==> config.mk <==
export PLATFORM = sky130hd
export DESIGN_NAME = kbtc_step
export DESIGN_NICKNAME = d
export VERILOG_FILES = /design/src/hdl/kbtc_pkg.sv /design/src/hdl/kbtc_step.sv
export SDC_FILE = /design/constraint.sdc
export NUM_CORES = 1
export LEC_CHECK = 0
export ABC_AREA = 1
export BUFFER_PORTS_ARGS = -buffer_cell sky130_fd_sc_hd__buf_2
export CORE_UTILIZATION = 46
export CTS_BUF_LIST = sky130_fd_sc_hd__clkbuf_4
export CTS_CLUSTER_DIAMETER = 120
export DETAILED_ROUTE_END_ITERATION = 8
export GPL_TIMING_DRIVEN = 0
export PLACE_DENSITY_LB_ADDON = 0.12
export SETUP_SLACK_MARGIN = 0.02
export SYNTH_ARGS = -nofsm -noshare
export SYNTH_HDL_FRONTEND = slang
export SYNTH_SLANG_ARGS = --single-unit
==> constraint.sdc <==
create_clock -name clk -period 2 [get_ports clk]
set_clock_uncertainty 0.2 [all_clocks]
set_input_delay 0 -clock clk [delete_from_list [all_inputs] [get_ports clk]]
set_output_delay 0 -clock clk [all_outputs]
set_load 0.01 [all_outputs]
==> src/hdl/kbtc_pkg.sv <==
`default_nettype none

package kbtc_pkg;

  localparam int unsigned ACTION_W = 3;
  localparam int unsigned LEVEL_W  = 8;
  localparam int unsigned TICKS_W  = 16;
  localparam int unsigned CFG_IDX_W = 1;

  localparam logic [ACTION_W-1:0] ACT_BRIGHTNESS       = 3'd0;
  localparam logic [ACTION_W-1:0] ACT_TICK             = 3'd1;
  localparam logic [ACTION_W-1:0] ACT_EARLY_SUSPEND    = 3'd2;
  localparam logic [ACTION_W-1:0] ACT_RESUME           = 3'd3;
  localparam logic [ACTION_W-1:0] ACT_PLATFORM_SUSPEND = 3'd4;

  localparam logic [LEVEL_W-1:0] LVL_OFF        = 8'd0;
  localparam logic [LEVEL_W-1:0] LVL_SHORT      = 8'd1;
  localparam logic [LEVEL_W-1:0] LVL_INCOMING   = 8'd2;
  localparam logic [LEVEL_W-1:0] LVL_KEEP_ON    = 8'd3;
  localparam logic [LEVEL_W-1:0] LVL_SCREEN_SET = 8'd5;
  localparam logic [LEVEL_W-1:0] LVL_SCREEN_CLR = 8'd6;

  localparam logic [CFG_IDX_W-1:0] CFG_SHORT_TIMEOUT = 1'd0;
  localparam logic [CFG_IDX_W-1:0] CFG_LONG_TIMEOUT  = 1'd1;

  localparam logic [TICKS_W-1:0] SHORT_TIMEOUT_RESET = 16'd8;
  localparam logic [TICKS_W-1:0] LONG_TIMEOUT_RESET  = 16'd32;

  typedef struct packed {
    logic [TICKS_W-1:0] short_ticks;
    logic [TICKS_W-1:0] long_ticks;
  } kbtc_cfg_t;

  typedef struct packed {
    logic               lit_mark;
    logic               incoming_mark;
    logic               keep_on_mark;
    logic               in_call_screen_mark;
    logic               hold_timer_mark;
    logic               timer_active;
    logic [TICKS_W-1:0] timer_remaining;
    logic               sink_on;
    logic               sink_level_high;
    logic               reported_lit;
  } kbtc_state_t;

  typedef struct packed {
    logic sink_enabled;
    logic sink_high_current;
    logic backlight_lit;
    logic countdown_running;
    logic expired_now;
  } kbtc_res_t;

endpackage

`default_nettype wire

==> src/hdl/kbtc_step.sv <==
`default_nettype none

module kbtc_step import kbtc_pkg::*; (
  input  wire logic                clk,
  input  wire logic                rst_n,
  input  wire logic                fire,
  input  wire logic [ACTION_W-1:0] action,
  input  wire logic [LEVEL_W-1:0]  level,
  input  wire kbtc_cfg_t           cfg,
  output kbtc_res_t                res
);

  kbtc_state_t state_r;
  kbtc_state_t state_nxt;
  logic        expired;
  logic        want_long;

  always_comb begin
    state_nxt = state_r;
    expired   = 1'b0;
    want_long = (level == LVL_INCOMING) || (state_r.lit_mark && state_r.incoming_mark);
    case (action)
      ACT_BRIGHTNESS: begin
        if (level == LVL_OFF) begin
          if (!state_r.keep_on_mark) begin
            if (state_r.incoming_mark) state_nxt.timer_active = 1'b0;
            state_nxt.sink_on         = 1'b0;
            state_nxt.sink_level_high = 1'b0;
            state_nxt.reported_lit    = 1'b0;
            state_nxt.lit_mark        = 1'b0;
            state_nxt.incoming_mark   = 1'b0;
          end
        end else if (level == LVL_SCREEN_SET || level == LVL_SCREEN_CLR) begin
          state_nxt.in_call_screen_mark = (level == LVL_SCREEN_SET);
        end else if (state_r.lit_mark || !state_r.in_call_screen_mark) begin
          if (state_r.lit_mark) begin
            if (!state_r.hold_timer_mark) state_nxt.timer_active = 1'b0;
          end else begin
            state_nxt.sink_on         = 1'b1;
            state_nxt.sink_level_high = 1'b0;
            state_nxt.reported_lit    = 1'b1;
          end
          if (want_long) begin
            if (!state_r.keep_on_mark) begin
              state_nxt.timer_active    = 1'b1;
              state_nxt.timer_remaining = cfg.long_ticks;
              state_nxt.incoming_mark   = 1'b1;
            end
          end else if (level == LVL_SHORT) begin
            if (!state_r.keep_on_mark) begin
              state_nxt.timer_active    = 1'b1;
              state_nxt.timer_remaining = cfg.short_ticks;
            end
          end else if (level == LVL_KEEP_ON) begin
            state_nxt.keep_on_mark    = 1'b1;
            state_nxt.hold_timer_mark = 1'b1;
          end else begin
            state_nxt.timer_active    = 1'b1;
            state_nxt.timer_remaining = cfg.short_ticks;
            state_nxt.keep_on_mark    = 1'b0;
            state_nxt.hold_timer_mark = 1'b0;
          end
          state_nxt.lit_mark = 1'b1;
        end
      end
      ACT_TICK: begin
        if (state_r.timer_active) begin
          if (state_r.timer_remaining <= TICKS_W'(1)) begin
            state_nxt.timer_remaining = '0;
            state_nxt.timer_active    = 1'b0;
            expired                   = 1'b1;
            state_nxt.sink_on         = 1'b0;
            state_nxt.sink_level_high = 1'b1;
            state_nxt.reported_lit    = 1'b0;
            state_nxt.lit_mark        = 1'b0;
            state_nxt.incoming_mark   = 1'b0;
          end else begin
            state_nxt.timer_remaining = state_r.timer_remaining - TICKS_W'(1);
          end
        end
      end
      ACT_EARLY_SUSPEND: begin
        if (state_r.lit_mark) begin
          if (!state_r.hold_timer_mark) state_nxt.timer_active = 1'b0;
          state_nxt.hold_timer_mark = 1'b0;
          state_nxt.sink_on         = 1'b0;
          state_nxt.sink_level_high = 1'b1;
          state_nxt.reported_lit    = 1'b0;
          state_nxt.lit_mark        = 1'b0;
          state_nxt.incoming_mark   = 1'b0;
        end
      end
      ACT_RESUME: begin
        if (!state_r.in_call_screen_mark) begin
          state_nxt.sink_on         = 1'b1;
          state_nxt.sink_level_high = 1'b0;
          state_nxt.reported_lit    = 1'b1;
          if (!state_r.keep_on_mark) begin
            state_nxt.timer_active    = 1'b1;
            state_nxt.timer_remaining = cfg.short_ticks;
          end
          state_nxt.lit_mark = 1'b1;
        end
      end
      ACT_PLATFORM_SUSPEND: begin
        if (state_r.lit_mark) begin
          if (!state_r.hold_timer_mark) state_nxt.timer_active = 1'b0;
          state_nxt.sink_on         = 1'b0;
          state_nxt.sink_level_high = 1'b1;
          state_nxt.reported_lit    = 1'b0;
          state_nxt.hold_timer_mark = 1'b0;
          state_nxt.lit_mark        = 1'b0;
        end
      end
      default: ;
    endcase
  end

  always_ff @(posedge clk) begin
    if (!rst_n) begin
      state_r <= '0;
    end else if (fire) begin
      state_r <= state_nxt;
    end
  end

  assign res.sink_enabled      = state_nxt.sink_on;
  assign res.sink_high_current = state_nxt.sink_level_high;
  assign res.backlight_lit     = state_nxt.reported_lit;
  assign res.countdown_running = state_nxt.timer_active;
  assign res.expired_now       = expired;

`ifndef SYNTH
  a_expiry_stops_timer: assert property (@(posedge clk) disable iff (!rst_n)
    fire && expired |=> !state_r.timer_active && !state_r.sink_on && !state_r.lit_mark)
    else $error("countdown still running after expiry");

  a_sink_matches_report: assert property (@(posedge clk) disable iff (!rst_n)
    state_r.sink_on == state_r.reported_lit)
    else $error("sink switch and reported status disagree");

  a_state_holds_when_idle: assert property (@(posedge clk) disable iff (!rst_n)
    !fire |=> $stable(state_r))
    else $error("state changed without a beat");

  a_expiry_only_on_tick: assert property (@(posedge clk) disable iff (!rst_n)
    expired |-> action == ACT_TICK && state_r.timer_active)
    else $error("expiry outside a running tick");
`endif

endmodule

`default_nettype wire

# After elaboration in Yosys (flattened, before gate mapping)
# Index checks and enable logic that the tools add are counted.
# word_totals
register_bits	25
input_bits	46
out_inout_bits	5
word_cells	111
# op_classes
add_sub_neg	1
order_cmp	1
eq_ne	28
muxes	49
n_bitwise	4
n_reduce_logical	18
# op_table
operator	count
two-way mux 17 bit	6
one-hot mux 16 bit (3 select lines)	1
two-way mux 21 bit	2
two-way mux 20 bit	2
two-way mux 16 bit	2
two-way mux 3 bit	7
inequality test 2 bit (second input constant)	10
two-way mux 1 bit	19
inequality test 3 bit (second input constant)	6
== test 8 x 2 -> 1 bit (second input constant)	2
== test 8 x 3 -> 1 bit (second input constant)	2
less-or-equal comparator 16 x 1 -> 1 bit (second input constant)	1
AND reduction 8 bit	2
subtractor 16 x 1 -> 16 bit (second input constant)	1
one-hot mux 3 bit (4 select lines)	1
AND reduction 11 bit	1
two-way mux 2 bit	5
AND reduction 10 bit	1
== test 8 x 1 -> 1 bit (second input constant)	1
zero test 8 bit	1
AND reduction 7 bit	1
== test 3 x 2 -> 1 bit (second input constant)	2
nonzero test 3 bit	2
inequality test 5 bit (second input constant)	1
17 further kinds	22

# Logic depth before layout (Yosys ltp)
# depth
depth_word	9
ltp_mapped	13
ltp_nobuf	13

# Worst setup path after synthesis
# No wires, ideal clock.
# synth_path
kind	flip-flop to flip-flop
start	register state_r[3] (netlist bit)
end	register state_r[17] (netlist bit)
setup_ns	0.115
arrival_ns	1.456
t_required_ns	1.685
setup_slack_ns	0.229
path_stages_with_launch	12
n_path_buf	0
synth_period_minus_slack_ns	1.771
cell_sequence	dfxtp_1 > inv_1 > ha_1 > nand2_2 > nor2_4 > nand2_1 > o21ai_0 > inv_1 > o21ai_1 > nand2_1 > nor2_2 > nor2_1
# synth_via
elab_chain_len	4
elab_cells_between_ends	5
classes_between	add/sub: 1; order compare: 1; mux: 3
# synth_lines
element	line	rtl
start: declaration	kbtc_step.sv:13	kbtc_state_t state_r;
start signal: assignment	kbtc_step.sv:123	state_r <= state_nxt;
subtractor 16 x 1 -> 16 bit or less-or-equal comparator 16 x 1 -> 1 bit (tied branches)	kbtc_step.sv:78, kbtc_step.sv:68	
two-way mux 16 bit (*)	kbtc_step.sv:68	if (state_r.timer_remaining <= TICKS_W'(1)) begin
two-way mux 20 bit (*)	kbtc_step.sv:67	if (state_r.timer_active) begin
one-hot mux 16 bit (3 select lines) (*)	kbtc_step.sv:22	case (action)
# Every way passes the cells marked *; elsewhere a longest branch is shown, timed or not. The select of a mux whose other input is x is not followed.
# A chain may end at the register's enable or synchronous reset.

# Final worst setup path
# layout_path
start	register state_r[3] (netlist bit)
end	output res[0] (netlist bit)
# layout_via
elab_chain_len	4
# layout_lines
element	line	rtl
less-or-equal comparator 16 x 1 -> 1 bit	kbtc_step.sv:68	
two-way mux 1 bit	kbtc_step.sv:68	
two-way mux 1 bit	kbtc_step.sv:67	
two-way mux 1 bit	kbtc_step.sv:22	
end: declaration	kbtc_step.sv:10	output kbtc_res_t res
# Every way passes these cells.

==> results by group <==
Synthesis
  – Ys flop type: dfxtp_1
  – Yosys top cell area share: 19.3%
  – Largest area contributor in the netlist: dfxtp_1
  – Sequential share of the synthesized area: 19.3%
  – Post-synth ARST share: 0%
  – Mapped Area: 2600 µm²
  – Ranking of synthesized cells by area: dfxtp_1, nand2_1, nor2_1
  – Synth Net Count: 508
  – Avg Inst Size Synth: 5.64 µm²
  – Yosys cell types: 35
  – Warning count from the yosys run: 0
  – Cells after Synth: 460
  – Number of flops mapped to enable cells by yosys: 0
  – Synth Register Bits: 25

Die
  – Die area: 5950 µm²
  – Die Ht: 77.1 µm
  – # IOs: 51
  – Initial Util: 49.3%
  – Core Region: 5270 µm²
  – Die width: 77.1 µm
  – Row count: 26

Timing
  – Final hold viol count: 0
  – Final setup margin: -30.8 ps
  – Slew @ Worst Pin: 575 ps
  – RSZ-0062 raised after global routing: yes
  – Final setup fails: 4
  – Rel. slew slack: 61.7%
  – FMAX: 492 MHz
  – Fin crit period: 2030 ps
  – Final slew viol count: 0
  – Fin crit share: 102%

Placed design
  – Gpl congestion: 0.914
  – Post-DP HPWL: 5.98 mm
  – Pre-CTS setup slack: -6.14 ps
  – # placed instances: 579
  – IO Port Bufs: 49

Detailed routing
  – Final wirelength: 9.25 mm
  – ANT nets after route: 0
  – Drt initial violations: 233
  – Wire per inst: 14.5 µm
  – DRT Pass-1 Iters: 7
  – Vias per cell: 5.38
  – Via count: 3,440
  – DR DRC count: 0

Final layout
  – Final design utilization: 70.1%
  – Largest Register: state_r
  – Top flop regs: state_r (25)
  – Largest register FFs: 25
  – Fraction of layout cells with a size suffix above 1: 27.8%
  – Area delta synth->final: 42.4%
  – Antenna cells: 0
  – Nets: 618
  – Final Non-Filler Cells: 639

Pwr
  – P_leak: 1.86 nW
  – Power after layout: 1.60 mW
  – Pwr dens: 433 nW/µm²
  – VDD IR-drop max: 326 µV

Run
  – Max cap viols: 0

Global route
  – Vias in the first global route: 3,271
  – Most crowded layer after global routing: met2
  – Largest net degree at the start of global routing: 15
  – Initial antenna violation count: 0
  – Grt met1 use: 37.6%
  – First-pass GRT wire length: 15.0 mm
  – Met2 Usage GRT: 55.5%
  – Grt ovf: 0
  – GR Util All Layers: 31.1%
  – Met3 usage: 4.40%

Clock network
  – CTS buffer count: 3
  – Clock sink count: 25
  – Clk buf depth: 2
  – Clk root buf: clkbuf_4
  – CTS tree: done
  – CTS HTree Levels: 1
  – Worst-Skew Late Latency: 350 ps
  – CTS clk-pin slew, worst paths: 170 ps

Setup path
  – Worst Path Arrival: 1830 ps
  – CP max FO: 5
  – Critical setup path kind: reg -> out
  – Worst r2r path cells: 12
  – Startpoint Class: flop
  – Crit path capture type: primary output
  – WP data required: 1800 ps

Run status
  – Outcome: complete, but fails checks
  – Violations in the final reports: negative setup slack

Hold path
  – HP Class: in -> reg
  – Hold path depth: 6
-- cell usage after synthesis (6+ instances only) --
library cell,instances
nand2_1,128
o21ai_1,13
nand4_1,6
xor2_1,6
nor2_2,6
nor3_1,7
inv_2,6
inv_1,43
dfxtp_1,25
nand2_2,7
o21ai_0,33
nand3_1,23
o22ai_1,6
a21oi_1,26
nor2_1,74
buf_4,6
-- placed cells by master, fill, tap and decap left out, types with 8 or more instances in the layout --
master         Yosys  routed
dfxtp_2            0       8
a21oi_1           26      26
buf_2              4      48
nor2_4             4       9
buf_4              6      19
nand2_2            7      11
nand2_1          128     119
buf_6              4       9
dlygate4sd3_1      0      42
nand2_4            3       8
dfxtp_1           25      15
inv_2              6       8
nor2_2             6       9
o21ai_1           13      16
o21ai_0           33      29
nand3_1           23      18
nor2_1            74      66
inv_1             43      39
-- metal layers --
layer  vias to the layer above  part of all wire [%]
met5                         -                     0
met1                      1542                    41
li1                       1707                     -
met2                       163                    50
met3                        28                   5.7
met4                         0                   2.8
-- kinds of logic (layout without fill, tap and decap cells) --
| logic type | after synthesis | in the layout | share of synthesized area, % |
|---|---|---|---|
| xor+xnor | 10 | 10 | 3.37 |
| fa+ha+maj | 2 | 2 | 0.964 |
| compound gates | 91 | 91 | 19.6 |
| simple gates | 265 | 265 | 44.5 |
| flops | 25 | 25 | 19.3 |
| buf+inv | 67 | 176 | 12.3 |
-- through the flow --
| step | hold slack, ps | setup TNS [ps] | instance area [µm²] |
|---|---|---|---|
| 2_1_floorplan | -61.6 | 0 | 2600 |
| 3_3_place_gp | 53.2 | -0.479 | 2930 |
| 3_5_place_dp | 55.0 | -9.89 | 2930 |
| 4_1_cts | 21.3 | -8.69 | 3590 |
| 5_1_grt | 80.6 | -760 | 3700 |
| 6_report | 24.3 | -45.0 | 3700 |
-- timing repair --
action | in CTS | in global routing
setup buffers | 14 | 2
pin swaps | 18 | 17
resized for setup | 41 | 31
endpoints found under the hold margin | 24 | 0
hold buffers | 42 | 0
setup endpoints to repair | 13 | 22
cloned | 0 | 2
-- critical path: stages, from the launching register on --
cell and delay (ps):
dfxtp_4 430, inv_4 50, ha_4 170, buf_4 130, buf_4 140, o2111ai_1 240, nor4_1 90, buf_4 130
buf_2 130
-- power breakdown --
| group | total, mW | internal (mW) | switching [mW] |
|---|---|---|---|
| Clock | 0.257 | 0.0754 | 0.182 |
| Sequential | 0.574 | 0.533 | 0.0410 |
| Combinational | 0.770 | 0.352 | 0.418 |
-- cell type report --
class                           count  area (µm²)
Buffer                             14         109
Clock buffer                        3        22.5
Clock inverter                      1        5.00
Fill cell                         475        1570
Inverter                           49         189
Multi-Input combinational cell    368        1940
Sequential cell                    25         518
Tap cell                           70        87.6
Timing Repair Buffer              109         830
-- worst paths after layout --
path                             startpoint           to  slack (ps)
worst max-delay path             state_r[3]       res[0]         -30
worst min-delay path              action[2]  state_r[23]          20
worst max register to register   state_r[3]   state_r[9]         -10
worst min register to register  state_r[20]  state_r[20]         310
Note: power is estimated with default switching activity, not from simulation.
