## src/hdl/kbtc_pkg.sv

```systemverilog
`default_nettype none

package kbtc_pkg;

  localparam int unsigned ACTION_W = 3;
  localparam int unsigned LEVEL_W  = 8;
  localparam int unsigned TICKS_W  = 16;
  localparam int unsigned CFG_IDX_W = 1;

  localparam logic [ACTION_W-1:0] ACT_BRIGHTNESS       = 3'd0;
  localparam logic [ACTION_W-1:0] ACT_TICK             = 3'd1;
  localparam logic [ACTION_W-1:0] ACT_EARLY_SUSPEND    = 3'd2;
  localparam logic [ACTION_W-1:0] ACT_RESUME           = 3'd3;
  localparam logic [ACTION_W-1:0] ACT_PLATFORM_SUSPEND = 3'd4;

  localparam logic [LEVEL_W-1:0] LVL_OFF        = 8'd0;
  localparam logic [LEVEL_W-1:0] LVL_SHORT      = 8'd1;
  localparam logic [LEVEL_W-1:0] LVL_INCOMING   = 8'd2;
  localparam logic [LEVEL_W-1:0] LVL_KEEP_ON    = 8'd3;
  localparam logic [LEVEL_W-1:0] LVL_SCREEN_SET = 8'd5;
  localparam logic [LEVEL_W-1:0] LVL_SCREEN_CLR = 8'd6;

  localparam logic [CFG_IDX_W-1:0] CFG_SHORT_TIMEOUT = 1'd0;
  localparam logic [CFG_IDX_W-1:0] CFG_LONG_TIMEOUT  = 1'd1;

  localparam logic [TICKS_W-1:0] SHORT_TIMEOUT_RESET = 16'd8;
  localparam logic [TICKS_W-1:0] LONG_TIMEOUT_RESET  = 16'd32;

  typedef struct packed {
    logic [TICKS_W-1:0] short_ticks;
    logic [TICKS_W-1:0] long_ticks;
  } kbtc_cfg_t;

  typedef struct packed {
    logic               lit_mark;
    logic               incoming_mark;
    logic               keep_on_mark;
    logic               in_call_screen_mark;
    logic               hold_timer_mark;
    logic               timer_active;
    logic [TICKS_W-1:0] timer_remaining;
    logic               sink_on;
    logic               sink_level_high;
    logic               reported_lit;
  } kbtc_state_t;

  typedef struct packed {
    logic sink_enabled;
    logic sink_high_current;
    logic backlight_lit;
    logic countdown_running;
    logic expired_now;
  } kbtc_res_t;

endpackage

`default_nettype wire

```

## src/hdl/kbtc_cfg_regs.sv

```systemverilog
`default_nettype none

module kbtc_cfg_regs import kbtc_pkg::*; (
  input  wire logic                 clk,
  input  wire logic                 rst_n,
  input  wire logic                 cfg_we,
  input  wire logic [CFG_IDX_W-1:0] cfg_idx,
  input  wire logic [TICKS_W-1:0]   cfg_wdata,
  output kbtc_cfg_t                 cfg
);

  kbtc_cfg_t cfg_r;

  always_ff @(posedge clk) begin
    if (!rst_n) begin
      cfg_r.short_ticks <= SHORT_TIMEOUT_RESET;
      cfg_r.long_ticks  <= LONG_TIMEOUT_RESET;
    end else if (cfg_we) begin
      case (cfg_idx)
        CFG_SHORT_TIMEOUT: cfg_r.short_ticks <= cfg_wdata;
        CFG_LONG_TIMEOUT:  cfg_r.long_ticks  <= cfg_wdata;
        default: ;
      endcase
    end
  end

  assign cfg = cfg_r;

endmodule

`default_nettype wire

```

## config.mk

```make
export PLATFORM = sky130hd
export DESIGN_NAME = kbtc_cfg_regs
export DESIGN_NICKNAME = d
export VERILOG_FILES = /design/src/hdl/kbtc_pkg.sv /design/src/hdl/kbtc_cfg_regs.sv
export SDC_FILE = /design/constraint.sdc
export NUM_CORES = 1
export LEC_CHECK = 0
export BUFFER_PORTS_ARGS = -buffer_cell sky130_fd_sc_hd__buf_2
export CORE_ASPECT_RATIO = 0.6
export CORE_UTILIZATION = 46
export DETAILED_ROUTE_END_ITERATION = 10
export PLACE_DENSITY = 0.8
export SETUP_SLACK_MARGIN = 0.15
export SLEW_MARGIN = 20
export SYNTH_ARGS = -nofsm -noshare
export SYNTH_HDL_FRONTEND = slang
export SYNTH_SLANG_ARGS = --single-unit
```

## constraint.sdc

```tcl
create_clock -name clk -period 1.1 [get_ports clk]
set_input_delay 0.22 -clock clk [delete_from_list [all_inputs] [get_ports clk]]
set_output_delay 0.22 -clock clk [all_outputs]
set_load 0.01 [all_outputs]
```

Word-level counts from Yosys, hierarchy flattened

Cells that the tools add are included.

Logic and storage cells: 5
Output and inout bits: 32
Register bits after elaboration: 32
Input port bits: 20

Bitwise gates (word level): 1
Reduce and logical (&&, ||, !) cells: 2

Operators by type and width:

| kind                | number |
|---|---|
| 2-bit AND reduction | 2 |
| 1-bit inverter      | 1 |

Longest topological paths before layout

Gate-level depths: netlist of run 1.

Depth after elaboration: 2
Gate-level depth with buffers: 4
Depth with buffers taken out: 2

Least setup slack after synthesis of run 1

Ideal clock, no wire load.

Path type: input-to-reg
Start: in cfg_we
End: reg cfg_r (netlist bit cfg[20])
Data arrival time: 0.798 ns
Path slack: 0.231 ns
Data required time: 1.028 ns
Buffers on the path: 2
Stages on the path: 4
Setup time: 0.072 ns
Path through: nor2b_1 buf_6 buf_12 mux2i_1

Word-level cells in the longest chain between the ends: 1

RTL lines:

| element                              | line                | RTL |
|---|---|---|
| start, declared                      | kbtc_cfg_regs.sv:6  | `input wire logic cfg_we,` |
| 2-bit AND reduction (no source line) | -                   |  |
| end, declared                        | kbtc_cfg_regs.sv:12 | `kbtc_cfg_t cfg_r;` |

No other way between the ends.
A chain may end at the register's enable or synchronous reset.

Worst setup path after layout of run 1

Start: reg cfg_r (netlist bit cfg[14])
End: out cfg[14] in the netlist's numbering

RTL lines:

| element       | line               | RTL |
|---|---|---|
| end, declared | kbtc_cfg_regs.sv:9 | `output kbtc_cfg_t cfg` |

No word-level cell between the ends.

==> results of run 1 <==
-- placed cells by master (no fill, tap or decap), drive strengths merged --
master,Yosys,routed
buf,7,57
nand2,45,45
dfxtp,32,32
mux2i,29,29
clkbuf,2,7
inv,2,2
o211ai,2,2
nor2b,1,1
nand3b,1,1
and2,1,1
nand3,1,1
nand4,1,1
o21ai,1,1
bufinv,0,1
-- metal layers --
layer,track usage,vias up,wire [µm]
met2,0.3379,44,1362
met5,0,-,0
li1,-,518,-
met1,0.2715,475,1362
met3,0.09135,7,243
met4,0.07347,0,36
-- Yosys cell counts, drive strengths merged --
library cell | n | area share
and2 | 1 | 0.0071
buf | 7 | 0.055
clkbuf | 2 | 0.0060
dfxtp | 32 | 0.52
inv | 2 | 0.0060
mux2i | 29 | 0.23
nand2 | 45 | 0.14
nand3 | 1 | 0.0040
nand3b | 1 | 0.0060
nand4 | 1 | 0.0050
nor2b | 1 | 0.0050
o211ai | 2 | 0.016
o21ai | 1 | 0.0040
-- layout make-up --
type                       count  share of cell area
clock inverter                 1             0.01580
clock buffer                   7             0.05069
tap                           32             0.02107
multi-input combinational     82              0.2739
inverter                       2            0.003950
timing repair buffer          57              0.2765
sequential                    32              0.3581
-- final timing paths --
check | start | to | slack (ns) | depth (start not counted)
worst max register to register | cfg[11] | cfg[11] | 0.36 | 3
worst min-delay path | cfg_wdata[3] | cfg[3] | 0.20 | 3
worst max-delay path | cfg[14] | cfg[14] | 0.15 | 1
worst min register to register | cfg[26] | cfg[26] | 0.47 | 2
-- power groups by stage --
stage | logic (mW) | clock network (mW) | registers (mW)
floorplan | 0.151 | 0 | 1.30
global placement | 0.285 | 0 | 1.27
detailed placement | 0.295 | 0 | 1.28
CTS | 0.352 | 1.23 | 1.28
global route | 0.405 | 1.29 | 1.29
finish | 0.378 | 1.20 | 1.28
-- repair_timing --
| item | CTS | global route |
|---|---|---|
| setup endpoints to repair | 32 | 32 |
| setup buffers | 0 | 4 |
| hold buffers | 0 | 0 |
| resized for setup | 59 | 5 |
-- logic make-up (layout without fill, tap and decap cells) --
| kind of cell | Yosys count | after routing | share of synthesized area |
|---|---|---|---|
| muxes | 29 | 29 | 0.2336 |
| and+or+nand+nor | 50 | 50 | 0.1631 |
| DFF | 32 | 32 | 0.5156 |
| buffers and inverters | 11 | 67 | 0.06747 |
| AOI/OAI and AO/OA | 3 | 3 | 0.02014 |
-- metrics by stage --
| step | cells | utilization | power [mW] | setup slack, ns | hold slack, ns |
|---|---|---|---|---|---|
| floorplan | 125 | - | 1.454 | 0.2306 | 0.3621 |
| global placement | 201 | 0.5921 | 1.560 | 0.1438 | 0.4409 |
| detailed placement | 201 | 0.5921 | 1.570 | 0.08800 | 0.4435 |
| CTS | 209 | 0.7241 | 2.856 | 0.1445 | 0.1965 |
| global route | 213 | 0.7483 | 2.981 | 0.1203 | 0.2104 |
| finish | 213 | 0.7483 | 2.862 | 0.1463 | 0.2021 |
==> flow_summary_export.csv, run 1 <==
group,metric,value,unit
place,hpwl,1.783,mm
power,power_frac_comb,0.132,
sta,period_minus_slack,0.9537,ns
setup_path,required,0.88,ns
floorplanning,io_pins,52,
synthesis,ys_ff_latch,32,
clock_network,numCtsBuffers,5,
sta,rsz0062_at_grt,"true",
floorplanning,die_y,42.26,µm
power,ir_worst_vdd,0.7899,mV
grt,grt_max_degree,49,
setup_path,slowest_delay,0.35,ns
synthesis,synth_cells,125,
power,seq_power_share,0.447,
clock_network,cts-root-buf,"clkbuf_8",
setup_path,endpoint_kind,"output port",
routing,num_vias,1044,
setup_path,path_buf_inv,1,
grt,grt_pass1_wl,4.836,mm
setup_path,critPathLaunchType,"flop",
floorplanning,dieArea,2920,µm²
sta,setup_viol,0,
layout,n_antenna_cell,0,
place,gp_congestion,0.7292,
synthesis,syn-cell-area,1242,µm²
clock_network,htree_levels,2,
routing,viasPerCell,4.901,
run,maxCapViolCount,0,
power,power.switching,619.0,µW
sta,fin_skew,0,ns
synthesis,yosysSeqAreaShare,0.5156,
setup_path,crit_type,"reg2out",
power,powerDensity,1506,nW/µm²
setup_path,slowest_stage,"dfxtp_2",
routing,drc,0,
layout,fin_nets,200,
clock_network,clk_latency,0.28,ns
routing,drtIter0Drc,41,
routing,wire_per_inst,14.10,µm
setup_path,critPathMaxFanout,2,
synthesis,synth_nets,145,
place,portBuffers,51,
floorplanning,rows,14,
clock_network,cts_buffer_depth,2,
layout,postLayoutCellArea,1901,µm²
floorplanning,core,2540,µm²
power,p_int,2.243,mW
sta,hold_violations,0,
layout,fillerInstances,179,
setup_path,arrival,0.73,ns
layout,largest_register_ffs,32,
synthesis,yosys.cell_types.count,16,
clock_network,cts.sinks,32,
outcome,outcome,"complete, no violations",
floorplanning,die_x,69.10,µm
clock_network,path_clk_slew,0.06,ns
layout,register_area,680.7,µm²
clock_network,tritoncts,"built",
routing,antenna_left,0,
sta,tns,0,ns
layout,syn_to_final_growth,52.97,%
sta,slew_viol_final,0,
sta,slew_headroom,0.8164,
hold_path,worst_hold_path_type,"in2reg",
power,total_leakage_power,0.8555,nW
routing,wirelength,3.004,mm
floorplanning,start_util,0.4892,
grt,grt_pass1_vias,1011,
sta,clock.fmax,1049,MHz
setup_path,cp_top_family,"flip-flops",
grt,overflow,0,
power,clockPowerShare,0.421,
setup_path,cp_cell_sequence,"buf_6",
layout,drive_above_1_share,0.5525,
sta,finalCritPeriodShare,0.8670,
power,switching_share,0.2163,
grt,antenna_found_initial,0,
synthesis,yosys_warnings,0,
synthesis,avgSynthCellArea,9.940,µm²
grt,gr-usage-all-layers,0.2166,
sta,worst_slew_pin_slew,0.2754,ns
layout,multi_input_area,520.5,µm²
routing,drt_pass1_iterations,4,
place,dpl-instance-area,1504,µm²
Power figures use the tool's default switching activity.
==> inputs of run 2 (changes only) <==
--- a/config.mk
+++ b/config.mk
@@ -10,8 +10,11 @@
 export CORE_UTILIZATION = 46
 export DETAILED_ROUTE_END_ITERATION = 10
 export PLACE_DENSITY = 0.8
+export REMOVE_ABC_BUFFERS = 1
 export SETUP_SLACK_MARGIN = 0.15
+export SKIP_CTS_REPAIR_TIMING = 1
 export SLEW_MARGIN = 20
 export SYNTH_ARGS = -nofsm -noshare
 export SYNTH_HDL_FRONTEND = slang
 export SYNTH_SLANG_ARGS = --single-unit
+export TNS_END_PERCENT = 5
==> flow_summary_export.csv, run 2 (same netlist as run 1, synthesis figures left out) <==
group,metric,value,unit
outcome,outcome,"complete, no violations",
floorplanning,core,2540,µm²
routing,drc,0,
setup_path,slowest_delay,0.33,ns
power,total_leakage_power,0.8048,nW
sta,clock.fmax,1039,MHz
routing,antenna_left,0,
grt,grt_pass1_vias,1016,
setup_path,critPathLaunchType,"flop",
setup_path,critPathMaxFanout,2,
setup_path,cp_cell_sequence,"buf_2",
setup_path,arrival,0.74,ns
sta,slew_headroom,0.8193,
hold_path,worst_hold_path_type,"in2reg",
layout,final_common_cell,"nand2_1",
sta,slew_viol_final,0,
sta,period_minus_slack,0.9624,ns
clock_network,cts_buffer_depth,2,
clock_network,cts.sinks,32,
clock_network,htree_levels,2,
place,gp_congestion,0.7346,
place,dpl-instance-area,1499,µm²
routing,wirelength,2.616,mm
setup_path,required,0.88,ns
layout,syn_to_final_growth,36.96,%
grt,antenna_found_initial,0,
floorplanning,dieArea,2920,µm²
sta,worst_slew_pin_slew,0.2710,ns
clock_network,path_clk_slew,0.07,ns
setup_path,endpoint_kind,"output port",
grt,grt_max_degree,49,
routing,drtIter0Drc,27,
place,portBuffers,51,
grt,gr-usage-all-layers,0.1958,
sta,hold_violations,0,
power,ir_worst_vdd,0.9444,mV
setup_path,slowest_stage,"dfxtp_2",
layout,layout_common_cells,"45 x nand2_1, 41 x buf_2, 32 x dfxtp_2",
sta,whs,0.1869,ns
floorplanning,io_pins,52,
sta,finalCritPeriodShare,0.8749,
layout,fillerInstances,215,
routing,wire_per_inst,12.40,µm
layout,postLayoutCellArea,1702,µm²
clock_network,cts-root-buf,"clkbuf_8",
routing,drt_pass1_iterations,4,
power,powerDensity,1467,nW/µm²
layout,drive_above_1_share,0.5475,
floorplanning,die_y,42.26,µm
routing,num_vias,1017,
floorplanning,die_x,69.10,µm
layout,register_area,680.7,µm²
sta,fin_skew,0,ns
grt,grt_pass1_wl,4.347,mm
layout,largest_register_ffs,32,
place,hpwl,1.871,mm
floorplanning,start_util,0.4892,
grt,overflow,0,
run,maxCapViolCount,0,
floorplanning,rows,14,
clock_network,clk_latency,0.28,ns
layout,multi_input_area,520.5,µm²
sta,setup_viol,0,
setup_path,path_buf_inv,1,
clock_network,numCtsBuffers,5,
setup_path,crit_type,"reg2out",
layout,n_antenna_cell,0,
setup_path,cp_top_family,"flip-flops",
routing,viasPerCell,4.820,
sta,rsz0062_at_grt,"true",
clock_network,tritoncts,"built",
layout,fin_nets,198,
==> run 2: final timing paths <==
path	endpoint	slack (ns)	from	cells after the start
worst max register to register	cfg[28]	0.44	cfg[28]	3
worst min-delay path	cfg[21]	0.19	cfg_wdata[5]	3
worst min register to register	cfg[3]	0.45	cfg[3]	2
worst max-delay path	cfg[2]	0.14	cfg[2]	1
==> run 2: cell type report <==
class / count / area share
clock buffers: 6 / 0.04853
clock inverters: 2 / 0.005882
inverters: 2 / 0.004412
multi-input cells: 82 / 0.3059
flip-flops and latches: 32 / 0.4000
well taps: 32 / 0.02353
repair buffers: 55 / 0.2118
==> run 2: through the flow <==
step                instances  setup TNS (ns)  setup slack [ns]    util  power [mW]
CTS                       210               0           0.08539  0.6266       2.492
detailed placement        202               0           0.08785  0.5901       1.569
finish                    211               0            0.1376  0.6700       2.497
floorplan                 116          -7.550           -0.4738       -       1.413
global placement          202               0            0.1395  0.5901       1.556
global route              211               0            0.1093  0.6700       2.624
==> run 2: where the power goes <==
group / switching (mW) / internal [mW]
logic: 0.158 / 0.156
registers: 0.0349 / 1.23
clock network: 0.417 / 0.498
total: 0.610 / 1.89
==> run 2: worst reg2reg max path: stages, from the launching register on <==
cell and delay [ns]:
dfxtp_2 0.32, buf_4 0.12, nand2_1 0.04, mux2i_1 0.06
==> run 2: layer usage <==
metal | up-vias | routed length, µm | track usage
li1 | 514 | - | -
met1 | 461 | 1202 | 0.2318
met2 | 40 | 1170 | 0.2990
met3 | 2 | 234 | 0.1082
met4 | 0 | 8 | 0.07347
met5 | - | 0 | 0
==> inputs of run 3 (changes only) <==
--- a/config.mk
+++ b/config.mk
@@ -6,10 +6,12 @@
 export NUM_CORES = 1
 export LEC_CHECK = 0
 export BUFFER_PORTS_ARGS = -buffer_cell sky130_fd_sc_hd__buf_2
+export CELL_PAD_IN_SITES_DETAIL_PLACEMENT = 1
+export CELL_PAD_IN_SITES_GLOBAL_PLACEMENT = 2
 export CORE_ASPECT_RATIO = 0.6
-export CORE_UTILIZATION = 46
+export CORE_UTILIZATION = 27
 export DETAILED_ROUTE_END_ITERATION = 10
-export PLACE_DENSITY = 0.8
+export PLACE_DENSITY = 0.81
 export REMOVE_ABC_BUFFERS = 1
 export SETUP_SLACK_MARGIN = 0.15
 export SKIP_CTS_REPAIR_TIMING = 1
==> constraint.sdc (replaced) <==
create_clock -name clk -period 1.1 [get_ports clk]
set_input_delay 0.11 -clock clk [delete_from_list [all_inputs] [get_ports clk]]
set_output_delay 0.11 -clock clk [all_outputs]
set_load 0.01 [all_outputs]
==> flow_summary_export.csv, run 3 (same netlist as run 1, synthesis figures left out) <==
group,metric,value,unit
outcome,outcome,"complete, no violations",
layout,drive_above_1_share,0.3523,
setup_path,r2r_cells,2,
power,power_frac_comb,0.125,
setup_path,worstReg2RegEnd,"cfg[19]",
floorplanning,io_pins,52,
hold_path,holdPathEnd,"cfg[21]",
layout,syn_to_final_growth,30.11,%
power,total_leakage_power,0.7675,nW
grt,grt_pass1_vias,1002,
floorplanning,rows,18,
sta,fin_skew,0,ns
clock_network,path_clk_slew,0.06,ns
place,gp_congestion,0.6507,
power,powerDensity,1466,nW/µm²
grt,grt_max_degree,49,
clock_network,clk_latency,0.27,ns
clock_network,htree_levels,2,
sta,slew_viol_final,0,
power,p_int,1.786,mW
grt,overflow,0,
setup_path,crit_type,"reg2out",
sta,period_minus_slack,0.8706,ns
routing,viasPerCell,4.297,
setup_path,endpoint_kind,"output port",
setup_path,critPathMaxFanout,2,
setup_path,r2r-start,"cfg[19]",
layout,final_common_cell,"buf_2",
setup_path,cp_top_family,"flip-flops",
setup_path,arrival,0.76,ns
sta,hold_violations,0,
layout,fin_nets,196,
sta,tns,0,ns
routing,drc,0,
layout,utilization,0.3798,
setup_path,cp_cell_sequence,"buf_2",
run,maxCapViolCount,0,
routing,antenna_left,0,
routing,num_vias,1014,
setup_path,reg2reg_slack,0.49,ns
grt,antenna_found_initial,0,
clock_network,cts_buffer_depth,2,
clock_network,numCtsBuffers,5,
power,seq_power_share,0.528,
setup_path,slowest_stage,"dfxtp_1",
floorplanning,start_util,0.2919,
power,switching_share,0.2463,
place,hpwl,2.125,mm
routing,drt_pass1_iterations,3,
power,ir_worst_vdd,0.4273,mV
floorplanning,dieArea,4886,µm²
sta,finalCritPeriodShare,0.7915,
layout,layout_common_cells,"51 x buf_2, 45 x nand2_1, 32 x dfxtp_1",
grt,gr-usage-all-layers,0.1328,
routing,wire_per_inst,12.28,µm
grt,grt_pass1_wl,4.629,mm
floorplanning,core,4257,µm²
setup_path,critPathLaunchType,"flop",
hold_path,min_from,"cfg_wdata[5]",
power,clockPowerShare,0.347,
routing,drtIter0Drc,32,
place,portBuffers,51,
setup_path,path_buf_inv,1,
floorplanning,die_y,54.55,µm
hold_path,min_path_cells,3,
sta,rsz0062_at_grt,"false",
power,power.switching,583.5,µW
sta,slew_headroom,0.8126,
clock_network,cts-root-buf,"clkbuf_8",
setup_path,slowest_delay,0.35,ns
clock_network,cts.sinks,32,
floorplanning,die_x,89.58,µm
sta,worst_slew_pin_slew,0.2811,ns
setup_path,required,0.99,ns
sta,setup_viol,0,
layout,n_antenna_cell,0,
layout,largest_register_ffs,32,
routing,wirelength,2.899,mm
sta,clock.fmax,1149,MHz
hold_path,worst_hold_path_type,"in2reg",
clock_network,tritoncts,"built",
[run 3: layout make-up]
class	instances	area [µm²]
clock buffers	6	72.57
clock inverters	1	5.005
fillers	511	2640
inverters	2	7.507
multi-input cells	82	520.5
flip-flops and latches	32	640.6
well taps	60	75.07
repair buffers	53	295.3
[run 3: power by group through the flow]
stage          logic [mW]  clock network (mW)  registers, mW
2_1_floorplan       0.109                   0           1.30
3_3_place_gp        0.292                   0           1.27
3_5_place_dp        0.304                   0           1.28
4_1_cts             0.304               0.868           1.25
5_1_grt             0.331               0.923           1.26
6_report            0.297               0.821           1.25
[run 3: how the worst max path moves through the flow]
stage          startpoint       to  slack (ns)  depth (start not counted)
2_1_floorplan      cfg_we  cfg[16]       -0.36                          2
3_3_place_gp       cfg_we  cfg[18]        0.24                          4
3_5_place_dp       cfg_we  cfg[29]        0.16                          4
4_1_cts            cfg[3]   cfg[3]        0.21                          1
5_1_grt            cfg[3]   cfg[3]        0.19                          1
6_report           cfg[3]   cfg[3]        0.23                          1
[run 3: stage by stage]
stage	cells	setup WS (ns)	hold slack (ns)	total power, mW	cell area (µm²)
after CTS	236	0.2149	0.09804	2.424	1617
after global routing	236	0.1866	0.1162	2.511	1617
after floorplan	116	-0.3638	0.1746	1.413	1166
after detailed placement	229	0.1614	0.3912	1.581	1539
final	236	0.2294	0.1015	2.369	1617
after global placement	229	0.2386	0.3747	1.566	1539
[run 3: metal layers]
metal,vias to the layer above,track usage,wire (µm)
met5,-,0,0
met4,0,0.03968,14
met3,3,0.05128,203
met2,38,0.2184,1318
met1,466,0.1630,1363
li1,507,-,-
